--- config.mk ---
export PLATFORM = sky130hd
export DESIGN_NAME = joystick_axis_smoother_reporter_top
export DESIGN_NICKNAME = d
export VERILOG_FILES = /design/src/rtl/jasr_pkg.sv /design/src/rtl/jasr_prescale.sv /design/src/rtl/jasr_core.sv /design/src/rtl/joystick_axis_smoother_reporter_top.sv
export SDC_FILE = /design/constraint.sdc
export NUM_CORES = 1
export LEC_CHECK = 0
export BUFFER_PORTS_ARGS = -buffer_cell sky130_fd_sc_hd__buf_2
export CORE_MARGIN = 8
export CORE_UTILIZATION = 34
export CTS_CLUSTER_SIZE = 24
export DETAILED_ROUTE_END_ITERATION = 7
export GPL_ROUTABILITY_DRIVEN = 0
export SLEW_MARGIN = 20
export SYNTH_ARGS = -nofsm -noshare
export SYNTH_HDL_FRONTEND = slang
export SYNTH_SLANG_ARGS = --single-unit
--- constraint.sdc ---
create_clock -name clk -period 14 [get_ports clk]
set_clock_uncertainty 0.05 [all_clocks]
set_input_delay 1.4 -clock clk [delete_from_list [all_inputs] [get_ports clk]]
set_output_delay 1.4 -clock clk [all_outputs]
set_load 0.02 [all_outputs]
--- src/rtl/jasr_pkg.sv ---
`default_nettype none

package jasr_pkg;

  localparam int SAMPLE_W  = 12;
  localparam int POS_W     = 5;
  localparam int TIME_W    = 32;
  localparam int ALPHA_W   = 9;
  localparam int DEAD_W    = 5;
  localparam int HB_W      = 16;
  localparam int CFG_IDX_W = 2;
  localparam int CFG_DATA_W = 16;

  localparam logic [ALPHA_W-1:0] ALPHA_RESET     = 9'd64;
  localparam logic [DEAD_W-1:0]  DEAD_ZONE_RESET = 5'd0;
  localparam logic [HB_W-1:0]    HEARTBEAT_RESET = 16'd500;

  typedef enum logic [CFG_IDX_W-1:0] {
    REG_ALPHA     = 2'd0,
    REG_DEAD_ZONE = 2'd1,
    REG_HEARTBEAT = 2'd2
  } cfg_reg_t;

  typedef struct packed {
    logic [ALPHA_W-1:0] alpha_q8;
    logic [DEAD_W-1:0]  dead_zone;
    logic [HB_W-1:0]    heartbeat_ms;
  } cfg_t;

  // Item after the samples have been scaled down to positions 0..20.
  typedef struct packed {
    logic [POS_W-1:0]  pos_x;
    logic [POS_W-1:0]  pos_y;
    logic              buttons_changed;
    logic [TIME_W-1:0] now_ms;
  } scaled_t;

  typedef struct packed {
    logic             publish;
    logic             x_present;
    logic             y_present;
    logic [POS_W-1:0] smooth_x;
    logic [POS_W-1:0] smooth_y;
  } result_t;

endpackage

`default_nettype wire

--- src/rtl/jasr_prescale.sv ---
`default_nettype none

module jasr_prescale (
  input  wire logic                             clk,
  input  wire logic                             rst,
  input  wire logic                             in_valid,
  output logic                                  in_ready,
  input  wire logic [jasr_pkg::SAMPLE_W-1:0]    in_sample_x,
  input  wire logic [jasr_pkg::SAMPLE_W-1:0]    in_sample_y,
  input  wire logic                             in_buttons,
  input  wire logic [jasr_pkg::TIME_W-1:0]      in_now,
  output logic                                  out_valid,
  input  wire logic                             out_ready,
  output jasr_pkg::scaled_t                     out_item
);

  // Division by 200 as a multiply by a rounded-up reciprocal. For samples
  // below 4096 the error stays far below the gap between multiples of 200.
  localparam int DIV_SHIFT = 20;
  localparam int DIV_MULT_W = 13;
  localparam logic [DIV_MULT_W-1:0] DIV_MULT = DIV_MULT_W'((1 << DIV_SHIFT) / 200 + 1);
  localparam int PROD_W = jasr_pkg::SAMPLE_W + DIV_MULT_W;

  logic                          v1;
  logic [jasr_pkg::SAMPLE_W-1:0] sx1;
  logic [jasr_pkg::SAMPLE_W-1:0] sy1;
  logic                          btn1;
  logic [jasr_pkg::TIME_W-1:0]   now1;

  logic              adv1;
  logic              adv2;
  logic [PROD_W-1:0] prod_x;
  logic [PROD_W-1:0] prod_y;

  assign adv2     = !out_valid || out_ready;
  assign adv1     = !v1 || adv2;
  assign in_ready = adv1;

  assign prod_x = PROD_W'(sx1) * PROD_W'(DIV_MULT);
  assign prod_y = PROD_W'(sy1) * PROD_W'(DIV_MULT);

  always_ff @(posedge clk) begin
    if (rst) begin
      v1        <= 1'b0;
      out_valid <= 1'b0;
    end else begin
      if (adv1) begin
        v1 <= in_valid;
      end
      if (adv2) begin
        out_valid <= v1;
      end
    end
  end

  always_ff @(posedge clk) begin
    if (adv1) begin
      sx1  <= in_sample_x;
      sy1  <= in_sample_y;
      btn1 <= in_buttons;
      now1 <= in_now;
    end
    if (adv2) begin
      out_item.pos_x           <= prod_x[DIV_SHIFT +: jasr_pkg::POS_W];
      out_item.pos_y           <= prod_y[DIV_SHIFT +: jasr_pkg::POS_W];
      out_item.buttons_changed <= btn1;
      out_item.now_ms          <= now1;
    end
  end

endmodule

`default_nettype wire

--- src/rtl/jasr_core.sv ---
`default_nettype none

module jasr_core (
  input  wire logic              clk,
  input  wire logic              rst,
  input  wire jasr_pkg::cfg_t    cfg,
  input  wire logic              in_valid,
  output logic                   in_ready,
  input  wire jasr_pkg::scaled_t in_item,
  output logic                   out_valid,
  input  wire logic              out_ready,
  output jasr_pkg::result_t      out_result
);

  localparam int FILT_W = 13;
  localparam int FRAC_W = 8;
  localparam int ACC_W  = 24;
  localparam logic [jasr_pkg::ALPHA_W-1:0] Q_ONE = jasr_pkg::ALPHA_W'(1 << FRAC_W);
  localparam logic signed [ACC_W-1:0] Q_HALF = ACC_W'(1 << (FRAC_W - 1));
  localparam logic [FILT_W-1:0] Q_HALF_F = FILT_W'(1 << (FRAC_W - 1));
  localparam logic [jasr_pkg::POS_W-1:0] LAST_RESET = 5'd9;

  // One smoothing step, rewritten as f + a * (target - f) so that each axis
  // needs a single multiplier. The sum never goes negative.
  function automatic logic [FILT_W-1:0] smooth_step(
    input logic [FILT_W-1:0]            f,
    input logic [jasr_pkg::POS_W-1:0]   p,
    input logic [jasr_pkg::ALPHA_W-1:0] a
  );
    logic signed [FILT_W:0]                diff;
    logic signed [jasr_pkg::ALPHA_W:0]     a_s;
    logic signed [ACC_W-1:0]               prod;
    logic signed [ACC_W-1:0]               acc;
    diff = $signed({1'b0, p, FRAC_W'(0)}) - $signed({1'b0, f});
    a_s  = $signed({1'b0, a});
    prod = diff * a_s;
    acc  = $signed({(ACC_W - FILT_W - FRAC_W)'(0), f, FRAC_W'(0)}) + prod + Q_HALF;
    return acc[FRAC_W +: FILT_W];
  endfunction

  function automatic logic [jasr_pkg::POS_W-1:0] abs_diff(
    input logic [jasr_pkg::POS_W-1:0] a,
    input logic [jasr_pkg::POS_W-1:0] b
  );
    return (a > b) ? a - b : b - a;
  endfunction

  logic [FILT_W-1:0]             filter_x;
  logic [FILT_W-1:0]             filter_y;
  logic                          first_sample;
  logic [jasr_pkg::POS_W-1:0]    last_x;
  logic [jasr_pkg::POS_W-1:0]    last_y;
  logic [jasr_pkg::TIME_W-1:0]   last_heartbeat;

  logic                          fire;
  logic [jasr_pkg::ALPHA_W-1:0]  alpha_sat;
  logic [FILT_W-1:0]             filter_x_next;
  logic [FILT_W-1:0]             filter_y_next;
  logic [FILT_W-1:0]             round_x;
  logic [FILT_W-1:0]             round_y;
  logic [jasr_pkg::TIME_W-1:0]   elapsed;
  logic                          hb_due;
  logic                          change_pub;
  logic                          force_pub;
  jasr_pkg::result_t             result_next;

  assign in_ready = !out_valid || out_ready;
  assign fire     = in_valid && in_ready;

  assign alpha_sat = (cfg.alpha_q8 > Q_ONE) ? Q_ONE : cfg.alpha_q8;

  always_comb begin
    if (first_sample) begin
      filter_x_next = {in_item.pos_x, FRAC_W'(0)};
      filter_y_next = {in_item.pos_y, FRAC_W'(0)};
    end else begin
      filter_x_next = smooth_step(filter_x, in_item.pos_x, alpha_sat);
      filter_y_next = smooth_step(filter_y, in_item.pos_y, alpha_sat);
    end
  end

  assign round_x = filter_x_next + Q_HALF_F;
  assign round_y = filter_y_next + Q_HALF_F;

  assign elapsed = in_item.now_ms - last_heartbeat;
  assign hb_due  = elapsed >= {(jasr_pkg::TIME_W - jasr_pkg::HB_W)'(0), cfg.heartbeat_ms};

  always_comb begin
    result_next.smooth_x  = round_x[FRAC_W +: jasr_pkg::POS_W];
    result_next.smooth_y  = round_y[FRAC_W +: jasr_pkg::POS_W];
    result_next.x_present = abs_diff(result_next.smooth_x, last_x) > cfg.dead_zone;
    result_next.y_present = abs_diff(result_next.smooth_y, last_y) > cfg.dead_zone;
    change_pub = in_item.buttons_changed || result_next.x_present || result_next.y_present;
    force_pub  = !change_pub && hb_due;
    if (force_pub) begin
      result_next.x_present = 1'b1;
      result_next.y_present = 1'b1;
    end
    result_next.publish = change_pub || force_pub;
  end

  always_ff @(posedge clk) begin
    if (rst) begin
      out_valid      <= 1'b0;
      filter_x       <= '0;
      filter_y       <= '0;
      first_sample   <= 1'b1;
      last_x         <= LAST_RESET;
      last_y         <= LAST_RESET;
      last_heartbeat <= '0;
    end else begin
      if (in_ready) begin
        out_valid <= in_valid;
      end
      if (fire) begin
        filter_x     <= filter_x_next;
        filter_y     <= filter_y_next;
        first_sample <= 1'b0;
        if (result_next.publish) begin
          last_x <= result_next.smooth_x;
          last_y <= result_next.smooth_y;
        end
        if (force_pub) begin
          last_heartbeat <= in_item.now_ms;
        end
      end
    end
  end

  always_ff @(posedge clk) begin
    if (fire) begin
      out_result <= result_next;
    end
  end

  a_absent_without_publish: assert property (@(posedge clk) disable iff (rst)
    out_valid && !out_result.publish |-> !out_result.x_present && !out_result.y_present)
    else $error("axis marked present in a result without publish");

  a_last_tracks_publish: assert property (@(posedge clk) disable iff (rst)
    fire && result_next.publish |=>
      last_x == out_result.smooth_x && last_y == out_result.smooth_y)
    else $error("previous values did not follow the published result");

  a_first_cleared: assert property (@(posedge clk) disable iff (rst)
    fire |=> !first_sample)
    else $error("first-sample flag still set after a transfer");

  a_filter_range: assert property (@(posedge clk) disable iff (rst)
    out_valid |-> out_result.smooth_x <= 5'd20 && out_result.smooth_y <= 5'd20)
    else $error("smoothed position out of range");

endmodule

`default_nettype wire

--- src/rtl/joystick_axis_smoother_reporter_top.sv ---
// Each item passes the prescaler's sample and product registers, then the core's output register.
// Throughput: one item per cycle while the result side accepts; the filter
// update closes its loop in the output stage, with one multiplier per axis.
// Reset (synchronous, active high) restores the register defaults, clears the
// filters, sets the previous values to 9 and empties the pipeline at once.
`default_nettype none

module joystick_axis_smoother_reporter_top (
  input  wire logic        clk,
  input  wire logic        rst,
  input  wire logic        s_axis_tvalid,
  output logic             s_axis_tready,
  // sample_x [11:0], sample_y [23:12], now_ms [55:24]
  input  wire logic [55:0] s_axis_tdata,
  // buttons_changed
  input  wire logic        s_axis_tuser,
  output logic             m_axis_tvalid,
  input  wire logic        m_axis_tready,
  // smooth_x [4:0], smooth_y [9:5], zero [15:10]
  output logic [15:0]      m_axis_tdata,
  // publish [0], x_present [1], y_present [2]
  output logic [2:0]       m_axis_tuser,
  input  wire logic        cfg_wen,
  input  wire logic [jasr_pkg::CFG_IDX_W-1:0]  cfg_index,
  input  wire logic [jasr_pkg::CFG_DATA_W-1:0] cfg_data
);

  jasr_pkg::cfg_t    cfg;
  jasr_pkg::scaled_t scaled;
  jasr_pkg::result_t result;
  logic              scaled_valid;
  logic              scaled_ready;

  always_ff @(posedge clk) begin
    if (rst) begin
      cfg.alpha_q8     <= jasr_pkg::ALPHA_RESET;
      cfg.dead_zone    <= jasr_pkg::DEAD_ZONE_RESET;
      cfg.heartbeat_ms <= jasr_pkg::HEARTBEAT_RESET;
    end else if (cfg_wen) begin
      case (cfg_index)
        jasr_pkg::REG_ALPHA: begin
          cfg.alpha_q8 <= cfg_data[jasr_pkg::ALPHA_W-1:0];
        end
        jasr_pkg::REG_DEAD_ZONE: begin
          cfg.dead_zone <= cfg_data[jasr_pkg::DEAD_W-1:0];
        end
        jasr_pkg::REG_HEARTBEAT: begin
          cfg.heartbeat_ms <= cfg_data[jasr_pkg::HB_W-1:0];
        end
        default: begin
        end
      endcase
    end
  end

  jasr_prescale u_prescale (
    .clk         (clk),
    .rst         (rst),
    .in_valid    (s_axis_tvalid),
    .in_ready    (s_axis_tready),
    .in_sample_x (s_axis_tdata[11:0]),
    .in_sample_y (s_axis_tdata[23:12]),
    .in_buttons  (s_axis_tuser),
    .in_now      (s_axis_tdata[55:24]),
    .out_valid   (scaled_valid),
    .out_ready   (scaled_ready),
    .out_item    (scaled)
  );

  jasr_core u_core (
    .clk        (clk),
    .rst        (rst),
    .cfg        (cfg),
    .in_valid   (scaled_valid),
    .in_ready   (scaled_ready),
    .in_item    (scaled),
    .out_valid  (m_axis_tvalid),
    .out_ready  (m_axis_tready),
    .out_result (result)
  );

  assign m_axis_tdata = {6'd0, result.smooth_y, result.smooth_x};
  assign m_axis_tuser = {result.y_present, result.x_present, result.publish};

endmodule

`default_nettype wire

---- Yosys cells after proc, flatten, opt, wreduce, memory -nomap -nowiden ----
Index checks and enable logic that the tools add are counted.
W data, S select, Z words.
storage, ports and cells
  input bits .............................. 80
  bits in registers ....................... 215
  output and inout bits ................... 21
  word-level logic and storage cells ...... 73
cells by class
  $add $sub $neg .......................... 13
  reduce and logical (&&, ||, !) cells .... 18
  eq/ne operators ......................... 2
  multiplexer cells ....................... 5
  multiply operators ...................... 4
  $lt $le $gt $ge ......................... 6
operators with widths
  cell                      number
  $mul A12 B13 Y25 const B  2
  $add A21 B21 Y21          2
  $add A21 B9 Y21 const B   2
  $mul A14 B10 Y21          2
  $ge A32 B16 Y1            1
  $sub A32 B32 Y32          1
  $sub A13 B13 Y14          2
  $add A13 B8 Y13 const B   2
  $mux W13                  2
  $gt A5 B5 Y1              4
  $sub A5 B5 Y5             4
  $mux W5                   2
  $reduce_and A2 Y1         5
  $gt A9 B9 Y1 const B      1
  $mux W9                   1
  $logic_or A1 B1 Y1        6
  $logic_not A1 Y1          4
  $eq A2 B1 Y1 const B      1
  $eq A2 B2 Y1 const B      1
  $logic_and A1 B1 Y1       2
  $logic_not A2 Y1          1

---- Longest topological paths before layout ----
  depth after elaboration ................. 16
  mapped depth ............................ 50
  gate-level depth less buffers ........... 49

---- By module ----
A second synthesis with hierarchy kept.
second synthesis, totals
  cell total of the unflattened synthesis .. 2846
  area, all modules ....................... 26417.8 sq um
by module, submodules not included
  module                               seq. area each (sq um)  times used  cells each  area each (sq um)
  jasr_core                            1791.7                  1           2057        16794.9
  jasr_prescale                        3042.9                  1           656         8272.9
  joystick_axis_smoother_reporter_top  600.6                   1           133         1350.0

---- Worst setup path before layout ----
OpenSTA, ideal clock, no wires.
  path kind ............................... reg-to-reg
  start point ............................. reg u_core.filter_x[2]
  end point ............................... reg u_core.last_heartbeat[10] in the netlist's numbering
  setup time .............................. 0.118 ns
  setup slack ............................. 4.021 ns
  data arrival time ....................... 9.811 ns
  buffers on the path ..................... 2
  data required time ...................... 13.832 ns
  period minus slack after synthesis ...... 9.979 ns
  stages on the path, launching flop included .. 44
  cell sequence ........................... dfxtp_1 -> clkbuf_1 -> nor4_1 -> nand2_1 -> or3_1 -> xnor2_1 -> nand2_1 -> fa_1 -> inv_1 -> fa_1 -> fa_1 -> fa_1 -> inv_1 -> fa_1 -> inv_1 -> ha_1 -> o21ai_0 -> a21oi_1 -> (+8 left out) -> inv_1 -> ha_1 -> and3_1 -> a31oi_1 -> mux2i_1 -> ha_1 -> nor2b_1 -> o21a_1 -> o21ai_0 -> nand2b_1 -> a21oi_1 -> a31oi_1 -> nor3_1 -> inv_1 -> a31oi_2 -> nand2_4 -> buf_12 -> mux2i_1
RTL lines
  what                    RTL line          RTL
  from (decl)             jasr_core.sv:48   logic [FILT_W-1:0] filter_x;
  from (signal assigned)  jasr_core.sv:116  filter_x <= filter_x_next;
  to (signal assigned)    jasr_core.sv:124  last_heartbeat <= in_item.now_ms;
  to (decl)               jasr_core.sv:53   logic [jasr_pkg::TIME_W-1:0] last_heartbeat;

==> impl_metrics.json <==
{
  "status": "finished clean",
  "insertion_delay_ps": 560,
  "synth-seq-area-share": 0.215,
  "die_h_um": 289,
  "antenna_cells_inserted": 0,
  "p_clk_frac": 0.180,
  "post_layout_utilization_of_the_core": 0.373,
  "die-width_um": 289,
  "mappedNetlistArea_mm2": 0.0253,
  "p_comb_frac": 0.620,
  "firstDrtPassIters": 5,
  "setup-violations-final": 0,
  "worstSetupStartpointType": "flip-flop",
  "hpwlAfterDp_mm": 47.4,
  "p_int_uw": 2160,
  "ctsLongestPathBuffers": 3,
  "netlist.top_cell.by_area": "fa_1",
  "power.switching_fraction": 0.441,
  "number_of_storage_elements_in_the_synthesis_netlist": 215,
  "synth_cells": 2639,
  "detail_route.wl_per_cell_um": 16.1,
  "cp_slowest_stage_delay_ps": 830,
  "min_period_over_period": 0.817,
  "final_cell_area_mm2": 0.0276,
  "postCtsHoldBufs": 0,
  "grt_max_degree": 60,
  "dp.cells": 3649,
  "synth-async-reset-ratio": 0,
  "switchingPower_uw": 1710,
  "cts_root_buf": "clkbuf_16",
  "drt-initial-drc-count": 957,
  "worst-endpoint-required_ps": 14370,
  "layout-area-overhead-vs-synth_pct": 9.20,
  "timing.critical_path.buf_inv": 5,
  "total_leakage_power_uw": 0.0134,
  "clock_sinks": 215,
  "initial_utilization": 0.342,
  "ratio_of_cells_with_drive_above_1_in_the_final_layout": 0.0737,
  "fin_setup_tns_ps": 0,
  "min_period_ps": 11430,
  "layout_cells_excl_fill": 3697,
  "antenna_found_initial": 2,
  "nNetsFinal": 3443,
  "floorplan.die_area_mm2": 0.0833,
  "rsz_0062_raised_after_global_routing": "false",
  "startpoint_to_endpoint_class_of_the_critical_path": "flip-flop to flip-flop",
  "synth_top_area_frac": 0.248,
  "buffer_ports.inserted": 94,
  "drcViolationCount": 0,
  "drv_slew": 0,
  "timing.hold.worst.class": "flip-flop to flip-flop",
  "clk_pin_slew_worst_paths_ps": 60,
  "whs_ps": 367,
  "yosys_warnings": 0,
  "detail_route.vias_per_cell": 4.73,
  "yosys_most_used_dff": "edfxtp_1",
  "arrival_ps": 11800,
  "routed-via-count": 17494,
  "core-area_mm2": 0.0739,
  "pwr_density_cell_mw_per_mm2": 140,
  "ctsResizeCount": 0,
  "clock_buffer_count_from_cts": 26,
  "max_cap_viol_count": 0,
  "ant_nets": 0,
  "layout.filler_cells": 7467,
  "grt_util_all_layers": 0.147,
  "drt-total-wl_mm": 59.5,
  "slew_headroom": 0.314,
  "fp-row-count": 100,
  "crit_family": "adder cells",
  "synth_top_cells_by_area": "fa_1, ha_1, edfxtp_1",
  "max_clock_freq_ghz": 0.0875,
  "worst_max_slew_pin_slew_ps": 1030,
  "crit_slowest_cell": "o41ai_1",
  "cts_post_setup_buffers_inserted": 0,
  "grt.overflow.total": 0,
  "end_kind": "flip-flop",
  "pin_count": 101,
  "synth_cell_types": 86,
  "cts_tree": "yes",
  "worst-path-max-fanout": 31,
  "vdd_drop_max_uv": 109,
  "cts_htree_levels": 1,
  "synth_enable_flop_cells": 113,
  "synth_area_per_cell_um2": 9.57,
  "fin_hold_viols": 0,
  "first_pass_grt_wire_length_mm": 98.3,
  "p_seq_frac": 0.200,
  "post_dp_cell_area_mm2": 0.0267,
  "vias_in_the_first_global_route": 18318
}
## worst paths after layout
kind              cells past startpoint                        end  slack [ps]               startpoint
hold reg to reg                       0     u_prescale.out_item[8]         370       u_prescale.now1[8]
setup / recovery                     40  u_core.last_heartbeat[27]        2570  u_prescale.out_item[40]
hold / removal                        0     u_prescale.out_item[8]         370       u_prescale.now1[8]
setup reg to reg                     40  u_core.last_heartbeat[27]        2570  u_prescale.out_item[40]
## state kept, by name, summed over array words and instances, names as in the netlist
signal,cells
u_core.last_x,5
u_core.filter_y,13
u_prescale.sx1,12
u_prescale.now1,32
u_prescale.out_valid,1
u_core.out_valid,1
u_prescale.out_item,43
u_core.out_result,13
u_prescale.sy1,12
u_core.filter_x,13
u_core.first_sample,1
u_prescale.btn1,1
cfg,30
u_core.last_heartbeat,32
u_prescale.v1,1
u_core.last_y,5
## worst reg2reg max path, delay by kind of cell (launching register included)
kind | cells | cell delay [ps]
AOI/OAI and AO/OA | 12 | 2890
xor gates and xnor gates | 2 | 590
adders and majority gates | 9 | 4220
buffers and inverters | 5 | 390
DFF | 1 | 440
muxes | 2 | 540
and+or+nand+nor | 10 | 2170
## logic make-up after synthesis
| logic type | share of synthesized area |
|---|---|
| and+or+nand+nor | 0.119 |
| xor gates and xnor gates | 0.0437 |
| adders and majority gates | 0.417 |
| muxes | 0.0228 |
| AOI/OAI and AO/OA | 0.0842 |
| buffers and inverters | 0.0973 |
| other | 0.000148 |
| DFF | 0.215 |
## final cells by class
cell class,instances,area [um^2],share of cell area
clock buffers,34,732,0.0265
clock inverters,14,154,0.00558
inverters,541,2030,0.0736
multi-input cells,1811,17400,0.631
flip-flops and latches,215,5440,0.197
well taps,969,1210,0.0439
repair buffers,113,613,0.0222
## per-stage QoR
stage / total power [uW] / setup slack (ps)
6_report: 3870 / 2570
5_1_grt: 4310 / 1700
4_1_cts: 3930 / 2630
3_5_place_dp: 3190 / 2700
3_3_place_gp: 3180 / 2810
2_1_floorplan: 2600 / 4020
## power groups by stage
| stage | Clock [uW] | Combinational [uW] | Sequential, uW |
|---|---|---|---|
| 6_report | 698 | 2400 | 772 |
| 5_1_grt | 750 | 2780 | 777 |
| 4_1_cts | 726 | 2430 | 772 |
| 3_5_place_dp | 0 | 2400 | 785 |
| 3_3_place_gp | 0 | 2400 | 785 |
| 2_1_floorplan | 0 | 1830 | 770 |
## synth_stat cells, types with 4 or more instances
library cell	n
a21o_1	23
nand2_1	280
a31oi_1	14
o21ai_0	51
nor3_1	25
o211ai_1	20
o21a_1	16
nand2b_1	17
nor3b_1	5
and3_1	9
nor4_1	7
or2_2	7
clkbuf_1	51
nand3b_1	7
a211oi_1	21
dfxtp_1	102
fa_1	313
mux2i_1	53
xnor2_1	86
buf_4	9
or3_1	8
inv_1	540
a22oi_1	14
mux2_2	4
ha_1	342
nand3_1	18
nor2_1	156
a21oi_1	86
nand4_1	14
a41o_1	4
a211o_1	6
xor2_1	37
o31ai_1	4
and2_1	55
edfxtp_1	113
o21ai_1	9
nor2b_1	24
a2111oi_0	4
o31a_1	6
o2111ai_1	5
## cell usage in the layout (no fill, tap or decap), types with 8 or more instances in the layout
cell         n
nand2_1    279
a21o_1      23
edfxtp_1   113
inv_1      538
buf_4       19
o21ai_0     51
nor2b_1     22
o211ai_1    20
a21oi_1     86
nand2b_1    17
a211oi_1    21
or3_1        8
o21a_1      16
buf_2       94
nand3_1     18
a31oi_1     14
xor2_1      37
and3_1       9
nand4_1     14
mux2i_1     53
fa_1       313
xnor2_1     86
clkbuf_16   27
nor3_1      25
a22oi_1     14
nor2_1     156
ha_1       342
and2_1      55
o21ai_1      9
dfxtp_1    102
## routing by layer
| metal | global-route usage | routed length (um) | vias up |
|---|---|---|---|
| met3 | 0.0191 | 2430 | 66 |
| met1 | 0.200 | 27800 | 8511 |
| met2 | 0.246 | 27900 | 292 |
| met4 | 0.0380 | 1440 | 0 |
| met5 | 0 | 0 | - |
| li1 | - | - | 8625 |
No activity file was read; power rests on OpenSTA's default activity.
